### src/sv/ard_pkg.sv
// Shared types, codes and the Pearson permutation table for the archive record deframer.
// No dependencies; imported by every module of the block.
`default_nettype none

package ard_pkg;

    localparam logic [7:0] MAGIC_BYTE = 8'h42;
    localparam logic [3:0] HDR_LAST   = 4'd10;
    localparam logic [3:0] HDR_MODE_N = 4'd3;
    localparam logic [3:0] HDR_PLEN_N = 4'd5;
    localparam logic [23:0] TYPE_MASK = 24'o170000;
    localparam logic [23:0] TYPE_DIR  = 24'o040000;

    localparam logic [2:0] KIND_MAGIC   = 3'd0;
    localparam logic [2:0] KIND_HEADER  = 3'd1;
    localparam logic [2:0] KIND_PATH    = 3'd2;
    localparam logic [2:0] KIND_CONTENT = 3'd3;
    localparam logic [2:0] KIND_TRAILER = 3'd4;
    localparam logic [2:0] KIND_DROP    = 3'd5;

    localparam logic [1:0] ERR_NONE  = 2'd0;
    localparam logic [1:0] ERR_MAGIC = 2'd1;
    localparam logic [1:0] ERR_HASH  = 2'd2;

    typedef enum logic [2:0] {
        PH_MAGIC,
        PH_HEADER,
        PH_PATH,
        PH_CONTENT,
        PH_TRAILER,
        PH_ERROR
    } t_phase;

    typedef struct packed {
        logic [2:0]  byte_kind;
        logic [7:0]  byte_value;
        logic [23:0] record_mode;
        logic [15:0] path_len;
        logic [47:0] content_len;
        logic        is_directory;
        logic        hash_match;
        logic [7:0]  computed_hash;
        logic [1:0]  error_code;
    } t_result;

    localparam logic [7:0] PEARSON_ROM [256] = '{
        8'd241, 8'd18,  8'd181, 8'd164, 8'd92,  8'd237, 8'd100, 8'd216,
        8'd183, 8'd107, 8'd2,   8'd12,  8'd43,  8'd246, 8'd90,  8'd143,
        8'd251, 8'd49,  8'd228, 8'd134, 8'd215, 8'd20,  8'd193, 8'd172,
        8'd140, 8'd227, 8'd148, 8'd118, 8'd57,  8'd72,  8'd119, 8'd174,
        8'd78,  8'd14,  8'd97,  8'd3,   8'd208, 8'd252, 8'd11,  8'd195,
        8'd31,  8'd28,  8'd121, 8'd206, 8'd149, 8'd23,  8'd83,  8'd154,
        8'd223, 8'd109, 8'd89,  8'd10,  8'd178, 8'd243, 8'd42,  8'd194,
        8'd221, 8'd131, 8'd212, 8'd94,  8'd205, 8'd240, 8'd161, 8'd7,
        8'd62,  8'd214, 8'd222, 8'd219, 8'd1,   8'd84,  8'd95,  8'd58,
        8'd103, 8'd60,  8'd33,  8'd111, 8'd188, 8'd218, 8'd186, 8'd166,
        8'd146, 8'd189, 8'd201, 8'd155, 8'd68,  8'd145, 8'd44,  8'd163,
        8'd69,  8'd196, 8'd115, 8'd231, 8'd61,  8'd157, 8'd165, 8'd213,
        8'd139, 8'd112, 8'd173, 8'd191, 8'd142, 8'd88,  8'd106, 8'd250,
        8'd8,   8'd127, 8'd26,  8'd126, 8'd0,   8'd96,  8'd52,  8'd182,
        8'd113, 8'd38,  8'd242, 8'd48,  8'd204, 8'd160, 8'd15,  8'd54,
        8'd158, 8'd192, 8'd81,  8'd125, 8'd245, 8'd239, 8'd101, 8'd17,
        8'd136, 8'd110, 8'd24,  8'd53,  8'd132, 8'd117, 8'd102, 8'd153,
        8'd226, 8'd4,   8'd203, 8'd199, 8'd16,  8'd249, 8'd211, 8'd167,
        8'd55,  8'd255, 8'd254, 8'd116, 8'd122, 8'd13,  8'd236, 8'd93,
        8'd144, 8'd86,  8'd59,  8'd76,  8'd150, 8'd162, 8'd207, 8'd77,
        8'd176, 8'd32,  8'd124, 8'd171, 8'd29,  8'd45,  8'd30,  8'd67,
        8'd184, 8'd51,  8'd22,  8'd105, 8'd170, 8'd253, 8'd180, 8'd187,
        8'd130, 8'd156, 8'd98,  8'd159, 8'd220, 8'd40,  8'd133, 8'd135,
        8'd114, 8'd147, 8'd75,  8'd73,  8'd210, 8'd21,  8'd129, 8'd39,
        8'd138, 8'd91,  8'd41,  8'd235, 8'd47,  8'd185, 8'd9,   8'd82,
        8'd64,  8'd87,  8'd244, 8'd50,  8'd74,  8'd233, 8'd175, 8'd247,
        8'd120, 8'd6,   8'd169, 8'd85,  8'd66,  8'd104, 8'd80,  8'd71,
        8'd230, 8'd152, 8'd225, 8'd34,  8'd248, 8'd198, 8'd63,  8'd168,
        8'd179, 8'd141, 8'd137, 8'd5,   8'd19,  8'd79,  8'd232, 8'd128,
        8'd202, 8'd46,  8'd70,  8'd37,  8'd209, 8'd217, 8'd123, 8'd27,
        8'd177, 8'd25,  8'd56,  8'd65,  8'd229, 8'd36,  8'd197, 8'd234,
        8'd108, 8'd35,  8'd151, 8'd238, 8'd200, 8'd224, 8'd99,  8'd190
    };

    function automatic logic [7:0] pearson_fold(input logic [7:0] h, input logic [7:0] b);
        pearson_fold = PEARSON_ROM[h ^ b];
    endfunction

endpackage

`default_nettype wire

### src/sv/ard_framer.sv
// Record framing state machine: phase, counters, field registers and running hash.
// Depends on ard_pkg; produces one t_result per accepted byte.
`default_nettype none

module ard_framer (
    input  wire logic            i_clk,
    input  wire logic            i_rst_n,
    input  wire logic            i_accept,
    input  wire logic [7:0]      i_data_byte,
    input  wire logic            i_cfg_we,
    input  wire logic            i_cfg_wdata,
    output ard_pkg::t_result     o_result
);
    import ard_pkg::*;

    t_phase      r_phase,   n_phase;
    logic [47:0] r_count,   n_count;
    logic [23:0] r_mode,    n_mode;
    logic [15:0] r_plen,    n_plen;
    logic [47:0] r_clen,    n_clen;
    logic [7:0]  r_hash,    n_hash;
    logic [1:0]  r_error,   n_error;
    logic        r_check_hash;

    logic [47:0] count_inc;
    logic [7:0]  fold_hash;
    logic [2:0]  kind;
    logic        match;
    logic        mismatch_dir;

    assign count_inc    = r_count + 48'd1;
    assign fold_hash    = pearson_fold(r_hash, i_data_byte);
    assign mismatch_dir = (r_mode & TYPE_MASK) == TYPE_DIR;

    always_comb begin
        n_phase = r_phase;
        n_count = r_count;
        n_mode  = r_mode;
        n_plen  = r_plen;
        n_clen  = r_clen;
        n_hash  = r_hash;
        n_error = r_error;
        kind    = KIND_DROP;
        match   = 1'b0;
        unique case (r_phase)
            PH_MAGIC: begin
                kind = KIND_MAGIC;
                if (i_data_byte == MAGIC_BYTE) begin
                    n_mode  = '0;
                    n_plen  = '0;
                    n_clen  = '0;
                    n_hash  = pearson_fold(8'd0, i_data_byte);
                    n_count = '0;
                    n_phase = PH_HEADER;
                end else begin
                    n_error = ERR_MAGIC;
                    n_phase = PH_ERROR;
                end
            end
            PH_HEADER: begin
                kind   = KIND_HEADER;
                n_hash = fold_hash;
                if (r_count[3:0] < HDR_MODE_N) begin
                    n_mode = {r_mode[15:0], i_data_byte};
                end else if (r_count[3:0] < HDR_PLEN_N) begin
                    n_plen = {r_plen[7:0], i_data_byte};
                end else begin
                    n_clen = {r_clen[39:0], i_data_byte};
                end
                if (r_count[3:0] >= HDR_LAST) begin
                    n_count = '0;
                    if (r_plen != '0) begin
                        n_phase = PH_PATH;
                    end else if (n_clen != '0) begin
                        n_phase = PH_CONTENT;
                    end else begin
                        n_phase = PH_TRAILER;
                    end
                end else begin
                    n_count = count_inc;
                end
            end
            PH_PATH: begin
                kind    = KIND_PATH;
                n_hash  = fold_hash;
                n_count = count_inc;
                if (count_inc >= {32'd0, r_plen}) begin
                    n_count = '0;
                    n_phase = (r_clen != '0) ? PH_CONTENT : PH_TRAILER;
                end
            end
            PH_CONTENT: begin
                kind    = KIND_CONTENT;
                n_hash  = fold_hash;
                n_count = count_inc;
                if (count_inc >= r_clen) begin
                    n_count = '0;
                    n_phase = PH_TRAILER;
                end
            end
            PH_TRAILER: begin
                kind    = KIND_TRAILER;
                match   = (r_hash == i_data_byte);
                n_hash  = '0;
                n_count = '0;
                if (!match && r_check_hash && !mismatch_dir) begin
                    n_error = ERR_HASH;
                    n_phase = PH_ERROR;
                end else begin
                    n_phase = PH_MAGIC;
                end
            end
            default: begin
                kind    = KIND_DROP;
                n_phase = PH_ERROR;
            end
        endcase
    end

    always_comb begin
        o_result.byte_kind     = kind;
        o_result.byte_value    = i_data_byte;
        o_result.record_mode   = n_mode;
        o_result.path_len      = n_plen;
        o_result.content_len   = n_clen;
        o_result.is_directory  = (n_mode & TYPE_MASK) == TYPE_DIR;
        o_result.hash_match    = match;
        o_result.computed_hash = r_hash;
        o_result.error_code    = n_error;
    end

    always_ff @(posedge i_clk) begin
        if (!i_rst_n) begin
            r_phase      <= PH_MAGIC;
            r_count      <= '0;
            r_mode       <= '0;
            r_plen       <= '0;
            r_clen       <= '0;
            r_hash       <= '0;
            r_error      <= ERR_NONE;
            r_check_hash <= 1'b0;
        end else begin
            if (i_cfg_we) begin
                r_check_hash <= i_cfg_wdata;
            end
            if (i_accept) begin
                r_phase <= n_phase;
                r_count <= n_count;
                r_mode  <= n_mode;
                r_plen  <= n_plen;
                r_clen  <= n_clen;
                r_hash  <= n_hash;
                r_error <= n_error;
            end
        end
    end

endmodule

`default_nettype wire

### src/sv/ard_out_buf.sv
// Two-entry result buffer between the framer and the output channel.
// Depends on ard_pkg for t_result; stalls the input only when both entries are full.
`default_nettype none

module ard_out_buf (
    input  wire logic             i_clk,
    input  wire logic             i_rst_n,
    input  wire logic             i_push,
    input  wire ard_pkg::t_result i_result,
    input  wire logic             i_out_stall,
    output logic                  o_full,
    output logic                  o_out_valid,
    output ard_pkg::t_result      o_result
);
    import ard_pkg::*;

    t_result     r_slot [2];
    logic        r_rd_ptr;
    logic        r_wr_ptr;
    logic [1:0]  r_fill;
    logic        pop;

    assign o_out_valid = r_fill != 2'd0;
    assign o_full      = r_fill == 2'd2;
    assign pop         = o_out_valid && !i_out_stall;
    assign o_result    = r_slot[r_rd_ptr];

    always_ff @(posedge i_clk) begin
        if (i_push) begin
            r_slot[r_wr_ptr] <= i_result;
        end
    end

    always_ff @(posedge i_clk) begin
        if (!i_rst_n) begin
            r_rd_ptr <= 1'b0;
            r_wr_ptr <= 1'b0;
            r_fill   <= 2'd0;
        end else begin
            if (i_push) begin
                r_wr_ptr <= !r_wr_ptr;
            end
            if (pop) begin
                r_rd_ptr <= !r_rd_ptr;
            end
            unique case ({i_push, pop})
                2'b10:   r_fill <= r_fill + 2'd1;
                2'b01:   r_fill <= r_fill - 2'd1;
                default: r_fill <= r_fill;
            endcase
        end
    end

endmodule

`default_nettype wire

### src/sv/archive_record_deframer.sv
// Archive record deframer: top level joining the framer and the result buffer.
// Depends on ard_pkg, ard_framer and ard_out_buf.
//
// Input channel: i_data_byte with i_in_valid; the block drives o_in_stall. A request
// is taken at a rising edge with i_in_valid high and o_in_stall low.
// Output channel: one result request per input byte on the o_* fields with
// o_out_valid; the receiver drives i_out_stall.
// Configuration: i_cfg_we / i_cfg_wdata write check_hash (write only while idle).
// Output: each result is registered in the result buffer and leaves in byte order.
// Throughput: one byte per cycle while o_in_stall is low; the framing state machine
// updates phase, field registers and the Pearson hash (one table lookup) per byte.
// Stall: a two-entry result buffer keeps taking bytes while one result waits;
// o_in_stall rises only when both entries hold undelivered results.
// Reset (synchronous, active low): expects a magic byte, clears fields, hash,
// sticky error and check_hash, and empties the result buffer.
`default_nettype none

module archive_record_deframer (
    input  wire logic        i_clk,
    input  wire logic        i_rst_n,
    input  wire logic        i_cfg_we,
    input  wire logic        i_cfg_wdata,
    input  wire logic        i_in_valid,
    output logic             o_in_stall,
    input  wire logic [7:0]  i_data_byte,
    output logic             o_out_valid,
    input  wire logic        i_out_stall,
    output logic [2:0]       o_byte_kind,
    output logic [7:0]       o_byte_value,
    output logic [23:0]      o_record_mode,
    output logic [15:0]      o_path_len,
    output logic [47:0]      o_content_len,
    output logic             o_is_directory,
    output logic             o_hash_match,
    output logic [7:0]       o_computed_hash,
    output logic [1:0]       o_error_code
);
    import ard_pkg::*;

    logic    in_accept;
    logic    buf_full;
    t_result frame_result;
    t_result out_result;

    assign o_in_stall = buf_full;
    assign in_accept  = i_in_valid && !buf_full;

    ard_framer u_framer (
        .i_clk       (i_clk),
        .i_rst_n     (i_rst_n),
        .i_accept    (in_accept),
        .i_data_byte (i_data_byte),
        .i_cfg_we    (i_cfg_we),
        .i_cfg_wdata (i_cfg_wdata),
        .o_result    (frame_result)
    );

    ard_out_buf u_out_buf (
        .i_clk       (i_clk),
        .i_rst_n     (i_rst_n),
        .i_push      (in_accept),
        .i_result    (frame_result),
        .i_out_stall (i_out_stall),
        .o_full      (buf_full),
        .o_out_valid (o_out_valid),
        .o_result    (out_result)
    );

    assign o_byte_kind     = out_result.byte_kind;
    assign o_byte_value    = out_result.byte_value;
    assign o_record_mode   = out_result.record_mode;
    assign o_path_len      = out_result.path_len;
    assign o_content_len   = out_result.content_len;
    assign o_is_directory  = out_result.is_directory;
    assign o_hash_match    = out_result.hash_match;
    assign o_computed_hash = out_result.computed_hash;
    assign o_error_code    = out_result.error_code;

`ifndef NO_ASSERTIONS
    a_stall_needs_data: assert property (@(posedge i_clk) disable iff (!i_rst_n)
        o_in_stall |-> o_out_valid)
        else $error("input stalled with empty result buffer");

    a_drop_has_error: assert property (@(posedge i_clk) disable iff (!i_rst_n)
        (o_out_valid && o_byte_kind == KIND_DROP) |-> (o_error_code != ERR_NONE))
        else $error("dropped byte without sticky error");

    a_match_on_trailer: assert property (@(posedge i_clk) disable iff (!i_rst_n)
        (o_out_valid && o_hash_match) |-> (o_byte_kind == KIND_TRAILER))
        else $error("hash match flagged outside trailer");

    a_full_blocks_accept: assert property (@(posedge i_clk) disable iff (!i_rst_n)
        (o_in_stall && i_out_stall) |=> o_in_stall)
        else $error("buffer lost an entry while output stalled");
`endif

endmodule

`default_nettype wire

### config.mk
export PLATFORM = sky130hd
export DESIGN_NAME = archive_record_deframer
export DESIGN_NICKNAME = d
export VERILOG_FILES = /design/src/sv/ard_pkg.sv /design/src/sv/ard_framer.sv /design/src/sv/ard_out_buf.sv /design/src/sv/archive_record_deframer.sv
export SDC_FILE = /design/constraint.sdc
export NUM_CORES = 1
export LEC_CHECK = 0
export BUFFER_PORTS_ARGS = -buffer_cell sky130_fd_sc_hd__buf_2
export CORE_MARGIN = 2
export CORE_UTILIZATION = 40
export DETAILED_ROUTE_END_ITERATION = 6
export GPL_TIMING_DRIVEN = 0
export REMOVE_ABC_BUFFERS = 1
export SLEW_MARGIN = 20
export SYNTH_ARGS = -nofsm -noshare
export SYNTH_HDL_FRONTEND = slang
export SYNTH_SLANG_ARGS = --single-unit
### constraint.sdc
create_clock -name i_clk -period 7.77 [get_ports i_clk]
set_input_delay 1.1655 -clock i_clk [delete_from_list [all_inputs] [get_ports i_clk]]
set_output_delay 1.1655 -clock i_clk [all_outputs]
set_load 0.05 [all_outputs]
==> impl_metrics.toml, run 1 <==
[power]
power_frac_seq_pct = 27.2
p_switching_uw = 4290
cellPowerDensity_nw_per_um2 = 351
clkPwrFrac_pct = 23.7
peakVddDrop_mv = 0.312
power_uw = 9510
leakagePower_uw = 0.00992
combPwrFrac_pct = 49.1
intPower_uw = 5220
p_sw_share_pct = 45.1

[yosys]
synth_ff_type = "edfxtp_1"
synth_area_um2 = 23800
synthArstFlopShare_pct = 0
syn_avg_cell_area_um2 = 9.03
synthCells = 2633
synth_edf_count = 222
synth.yosys.seq_area_share_pct = 41.1
yosys_register_bits = 377
yosysWarnings = 0
synth_cell_type_count = 81

[critical_path]
crit_fanout = 17
r2r_start = "u_framer.r_count[0]"
startpoint_type = "flop"
r2r-end = "u_framer.r_count[42]"
crit_end = "u_framer.r_count[42]"
crit_arrival_ps = 6950
crit_type = "reg2reg"
crit_required_ps = 8290
endpoint_kind = "flop"
r2r_cells = 17
r2r_slack_ps = 1340
crit_path_start = "u_framer.r_count[0]"

[route]
ant_nets = 0
drc = 1
drt_wl_total_um = 78600
firstDrtPassIters = 7
num_vias = 21500
wire_per_inst_um = 22.9
drtIter0Drc = 2351
vias_per_cell = 6.27

[worst_hold_path]
hold_depth = 2
hold_class = "reg2reg"

[cells_and_area]
diodes = 0
area.growth.synth_to_final_pct = 13.9
stdcell_area_um2 = 27100
fill_cells = 5603
drive_gt1_share_pct = 15.2
seqCellArea_um2 = 9770
multi_input_area_um2 = 12900
final_nets = 2726

[cts]
h-tree-depth = 2
cts_sinks = 377
ctsHoldBuffers = 0
clock_latency_ps = 590
clk_path_buf_depth = 3
root_buffer = "clkbuf_16"
cts.clk_slew.worst_paths_ps = 60
cts_setup_buffers = 0
cts_tree = "built"
cts_made_buffers = 44
cts_resized = 0

[sta]
relSlewSlack_pct = 26.6
hold_viol = 0
fin_skew_ps = 21.6
hold_ws_ps = 458
worst_slew_pin_slew_ps = 1090
drv_slew = 0
max_freq_mhz = 156
finalCriticalPeriod_ps = 6430
setup_violations = 0
post-route-period-util_pct = 82.7
rsz0062_at_grt = "false"

[grt]
grt_pass1_vias = 20100
grt.overflow.total = 0
antenna_found_initial = 0
grt_pass1_wl_um = 121000
grt_usage_pct = 25.1
grt_start_max_net_pins = 92

[die]
die_h_um = 248
core-area_um2 = 58900
io_pins = 127
dieArea_um2 = 61400
num_rows = 89
die_x_um = 248
initial_utilization_pct = 40.4

[status]
outcome = "finished with violations"
violations = "DRC"

[place]
gp_congestion = 0.951
io_buffers = 126
hpwlAfterDp_um = 54600
placed_area_um2 = 25500

[flow_run]
cap_violations = 0
sequential cells by signal (all words and copies together), names as in the netlist, 2 cells and up, named ones only:
name / cells
u_out_buf.r_slot: 222
u_framer.r_clen: 48
u_framer.r_count: 48
u_framer.r_mode: 24
u_framer.r_plen: 16
u_framer.r_hash: 8
u_framer.r_phase: 3
u_framer.r_error: 2
u_out_buf.r_fill: 2
kinds of logic after synthesis:
kind of cell / count (synthesis) / share of synthesized area [%]
AOI/OAI and AO/OA: 757 / 21.8
xor gates and xnor gates: 73 / 2.69
adders and majority gates: 95 / 5.00
buffers and inverters: 328 / 5.30
DFF: 377 / 41.1
muxes: 140 / 7.27
and+or+nand+nor: 863 / 16.8
cells in the final DEF, fill, tap and decap left out, drive strengths merged, types with 73 or more instances in the layout:
cell / synthesis / final
a21oi: 230 / 230
a22o: 89 / 89
buf: 40 / 168
dfxtp: 155 / 155
edfxtp: 222 / 222
ha: 95 / 95
inv: 97 / 102
mux2: 111 / 111
nand2: 222 / 222
nand3: 95 / 95
nor2: 292 / 292
nor3: 73 / 73
o21ai: 115 / 115
how the worst min path moves through the flow:
stage | start | endpoint | slack [ps]
global route | u_framer.r_mode[23] | u_framer.r_mode[23] | 480
detailed placement | u_framer.r_mode[23] | u_framer.r_mode[23] | 450
finish | u_framer.r_mode[18] | u_framer.r_mode[18] | 460
CTS | u_framer.r_mode[16] | u_framer.r_mode[16] | 460
floorplan | u_framer.r_mode[16] | u_framer.r_mode[16] | 440
global placement | u_framer.r_mode[22] | u_framer.r_mode[22] | 440
per-layer routing:
metal	vias to the layer above	track usage (%)	wire length [um]
met5	-	0	0
met4	0	9.60	3010
met3	195	3.86	5990
met2	980	40.3	36200
met1	10500	34.1	33400
li1	9837	-	-
synthesized netlist by cell type (14+ instances only):
| cell | instances | area, um2 |
|---|---|---|
| nor2_1 | 292 | 1100 |
| a21oi_1 | 230 | 1150 |
| edfxtp_1 | 222 | 6670 |
| nand2_1 | 221 | 830 |
| clkbuf_1 | 190 | 713 |
| dfxtp_1 | 155 | 3100 |
| mux2_2 | 111 | 1250 |
| o21ai_0 | 107 | 536 |
| ha_1 | 95 | 1190 |
| nand3_1 | 95 | 475 |
| inv_1 | 93 | 349 |
| a22o_1 | 89 | 780 |
| nor3_1 | 73 | 365 |
| xnor2_1 | 52 | 455 |
| a32o_1 | 43 | 430 |
| a31oi_1 | 36 | 225 |
| a211oi_1 | 35 | 263 |
| o211ai_1 | 35 | 263 |
| nand4_1 | 33 | 206 |
| nor4_1 | 32 | 200 |
| a311oi_1 | 25 | 219 |
| and3_1 | 25 | 156 |
| buf_1 | 22 | 82.6 |
| nand2b_1 | 22 | 138 |
| o311ai_0 | 21 | 184 |
| xor2_1 | 21 | 184 |
| a21o_1 | 19 | 143 |
| buf_2 | 15 | 75.1 |
| mux4_2 | 15 | 338 |
| mux2i_1 | 14 | 140 |
power by group through the flow:
stage | sequential (uW) | clock (uW) | combinational, uW
after floorplan | 2650 | 0 | 3010
after global placement | 2740 | 0 | 4330
after detailed placement | 2630 | 0 | 4570
after CTS | 2590 | 2300 | 4590
after global routing | 2620 | 2380 | 4910
final | 2590 | 2250 | 4670
worst max-delay path, stage by stage, from the launching register on:
cell       delay [ps]
dfxtp_1           520
ha_1              420
nand3_1           310
nor3_1            510
and3_1            260
nand3_1           100
xnor2_1           340
ha_1              320
a21o_1            150
a2111oi_0         890
o211ai_1          200
a2111oi_0         440
o2111a_1          700
nand2_2           160
o31ai_4           400
buf_6             240
buf_8             180
a41o_1            190
stage by stage:
| stage | TNS, ps | util, % | std cells | setup WS, ps |
|---|---|---|---|---|
| floorplan | -327690 | - | 2403 | -2950 |
| global placement | -1257380 | 41.6 | 3302 | -8760 |
| detailed placement | 0 | 43.3 | 3344 | 1440 |
| CTS | 0 | 46.0 | 3426 | 1400 |
| global route | 0 | 46.0 | 3426 | 850 |
| finish | 0 | 46.0 | 3426 | 1340 |
layout make-up:
type / instances / area share [%]
Multi-Input combinational cell: 1928 / 47.7
Sequential cell: 377 / 36.1
Timing Repair Buffer: 168 / 5.41
Clock buffer: 54 / 4.20
Tap cell: 773 / 3.57
Clock inverter: 28 / 1.65
Inverter: 98 / 1.38
Note: power is estimated with default switching activity, not from simulation.
==> run 2, diff against run 1 <==
==> constraint.sdc (replaced) <==
create_clock -name i_clk -period 5.67 [get_ports i_clk]
set_input_delay 0.8505 -clock i_clk [delete_from_list [all_inputs] [get_ports i_clk]]
set_output_delay 0.8505 -clock i_clk [all_outputs]
set_load 0.05 [all_outputs]
==> run 2 against run 1 <==
  * The flow still finishes with violations (DRC)
  * Largest power group unchanged
  * Clock skew fell by 0.72 ps
  * Cell count rose by 0.23%
  * Wire length rose by 0.32%
==> impl_metrics.toml, run 2 (synthesis results as in run 1) <==
[status]
outcome = "finished with violations"
violations = "DRC"

[power]
leakagePower_uw = 0.0100
cellPowerDensity_nw_per_um2 = 478
peakVddDrop_mv = 0.425
power_uw = 13000

[cells_and_area]
largest_registers = "u_out_buf.r_slot (222), u_framer.r_clen (48), u_framer.r_count (48)"
largest-register = "u_out_buf.r_slot"
final_cell_count_no_fill = 3434
fill_cells = 5586
largest_reg_flops = 222
final_common_cell = "nor2_1"
final_cell_mix = "nor2_1, a21oi_1, edfxtp_1"
diodes = 0
drive_gt1_share_pct = 15.9
area.growth.synth_to_final_pct = 14.6
final_nets = 2734

[cts]
clock_latency_ps = 590
clk_path_buf_depth = 3
root_buffer = "clkbuf_16"
ctsHoldBuffers = 0
h-tree-depth = 2
cts_sinks = 377
cts.clk_slew.worst_paths_ps = 60
cts_tree = "built"
cts_made_buffers = 44

[grt]
antenna_found_initial = 0
grt_start_max_net_pins = 92
grt_pass1_wl_um = 121000
grt_pass1_vias = 20100
grt.overflow.total = 0
grt_usage_pct = 25.1

[critical_path]
cp_cell_sequence = "nand3_1, nor4_4, or4b_4, nor3_4, nand3_1, xnor2_1, ha_1, a21o_1, a21o_1, a2111oi_0, o211ai_1, a311oi_2, or3_4, nand2_1, o31ai_4, buf_6, buf_8, a41o_1"
crit_fanout = 20
crit_type = "reg2reg"
endpoint_kind = "flop"
cp_slowest_stage_delay_ps = 580
r2r_cells = 18
startpoint_type = "flop"
crit_arrival_ps = 5990
crit_required_ps = 6190
crit_slowest_cell = "or4b_4"

[sta]
finalCriticalPeriod_ps = 5470
setup_violations = 0
relSlewSlack_pct = 25.0
rsz0062_at_grt = "false"
drv_slew = 0
post-route-period-util_pct = 96.4
max_freq_mhz = 183
worst_slew_pin_slew_ps = 1120
fin_skew_ps = 20.9
hold_viol = 0

[route]
drc = 3
wire_per_inst_um = 23.0
num_vias = 21500
firstDrtPassIters = 7
drt_wl_total_um = 78900
ant_nets = 0
vias_per_cell = 6.25
drtIter0Drc = 2220

[worst_hold_path]
hold_class = "reg2reg"
hold_depth = 2

[place]
io_buffers = 126
hpwlAfterDp_um = 54600
gp_congestion = 0.951
dp.cells = 3344

[die]
dieArea_um2 = 61400
die_h_um = 248
io_pins = 127
core-area_um2 = 58900
initial_utilization_pct = 40.4
num_rows = 89
die_x_um = 248

[flow_run]
cap_violations = 0
run 2: changes by cell type in the layout (fill, tap and decap cells not counted), sizes merged:
cell	delta
buf	+8
run 2: layout make-up:
cell class	count	area, um2	share of cell area (%)
Multi-Input combinational cell	1928	13000	47.8
Sequential cell	377	9780	35.9
Timing Repair Buffer	176	1530	5.60
Clock inverter	28	447	1.64
Inverter	98	373	1.37
Clock buffer	54	1140	4.18
Tap cell	773	967	3.55
run 2: where the power goes:
part           internal, uW  switching, uW
combinational          1940           4460
sequential             3350            204
clock                  1870           1210
run 2: what timing repair did:
| item | CTS | global route |
|---|---|---|
| endpoints found under the setup margin | 51 | 39 |
| setup buffers | 0 | 8 |
| pin swaps | 0 | 3 |
| gates resized for setup | 8 | 10 |
| gates cloned | 0 | 0 |
run 2: worst max-delay path, delay by kind of cell, from the launching register on:
family,cells,cell delay (ps)
XOR/XNOR,1,190
AND/OR/NAND/NOR,7,2140
AO/OA/AOI/OAI,7,1880
flip-flops,1,560
adder cells (fa/ha/maj),1,200
buffers and inverters,2,430
run 2: final timing paths:
kind	slack, ps	to	from
worst max-delay path	200	u_framer.r_count[42]	u_framer.r_count[31]
worst min-delay path	460	u_framer.r_mode[18]	u_framer.r_mode[18]
worst max register to register	200	u_framer.r_count[42]	u_framer.r_count[31]
worst min register to register	460	u_framer.r_mode[18]	u_framer.r_mode[18]
run 2: through the flow:
stage / hold WS (ps) / area, um2 / setup slack, ps / setup TNS, ps / utilization [%]
2_1_floorplan: 437 / 22900 / -4740 / -569560 / -
3_3_place_gp: 444 / 24500 / -10540 / -1930710 / 41.6
3_5_place_dp: 451 / 25500 / -663 / -25340 / 43.3
4_1_cts: 460 / 27100 / 28.0 / 0 / 46.0
5_1_grt: 478 / 27200 / 3.30 / 0 / 46.2
6_report: 459 / 27200 / 203 / 0 / 46.2
run 2: routing by layer:
metal  track usage (%)  part of all wire, %
met1              34.1                   42
met5                 0                    0
met4              9.55                  3.8
met3              3.86                  7.6
met2              40.3                   46
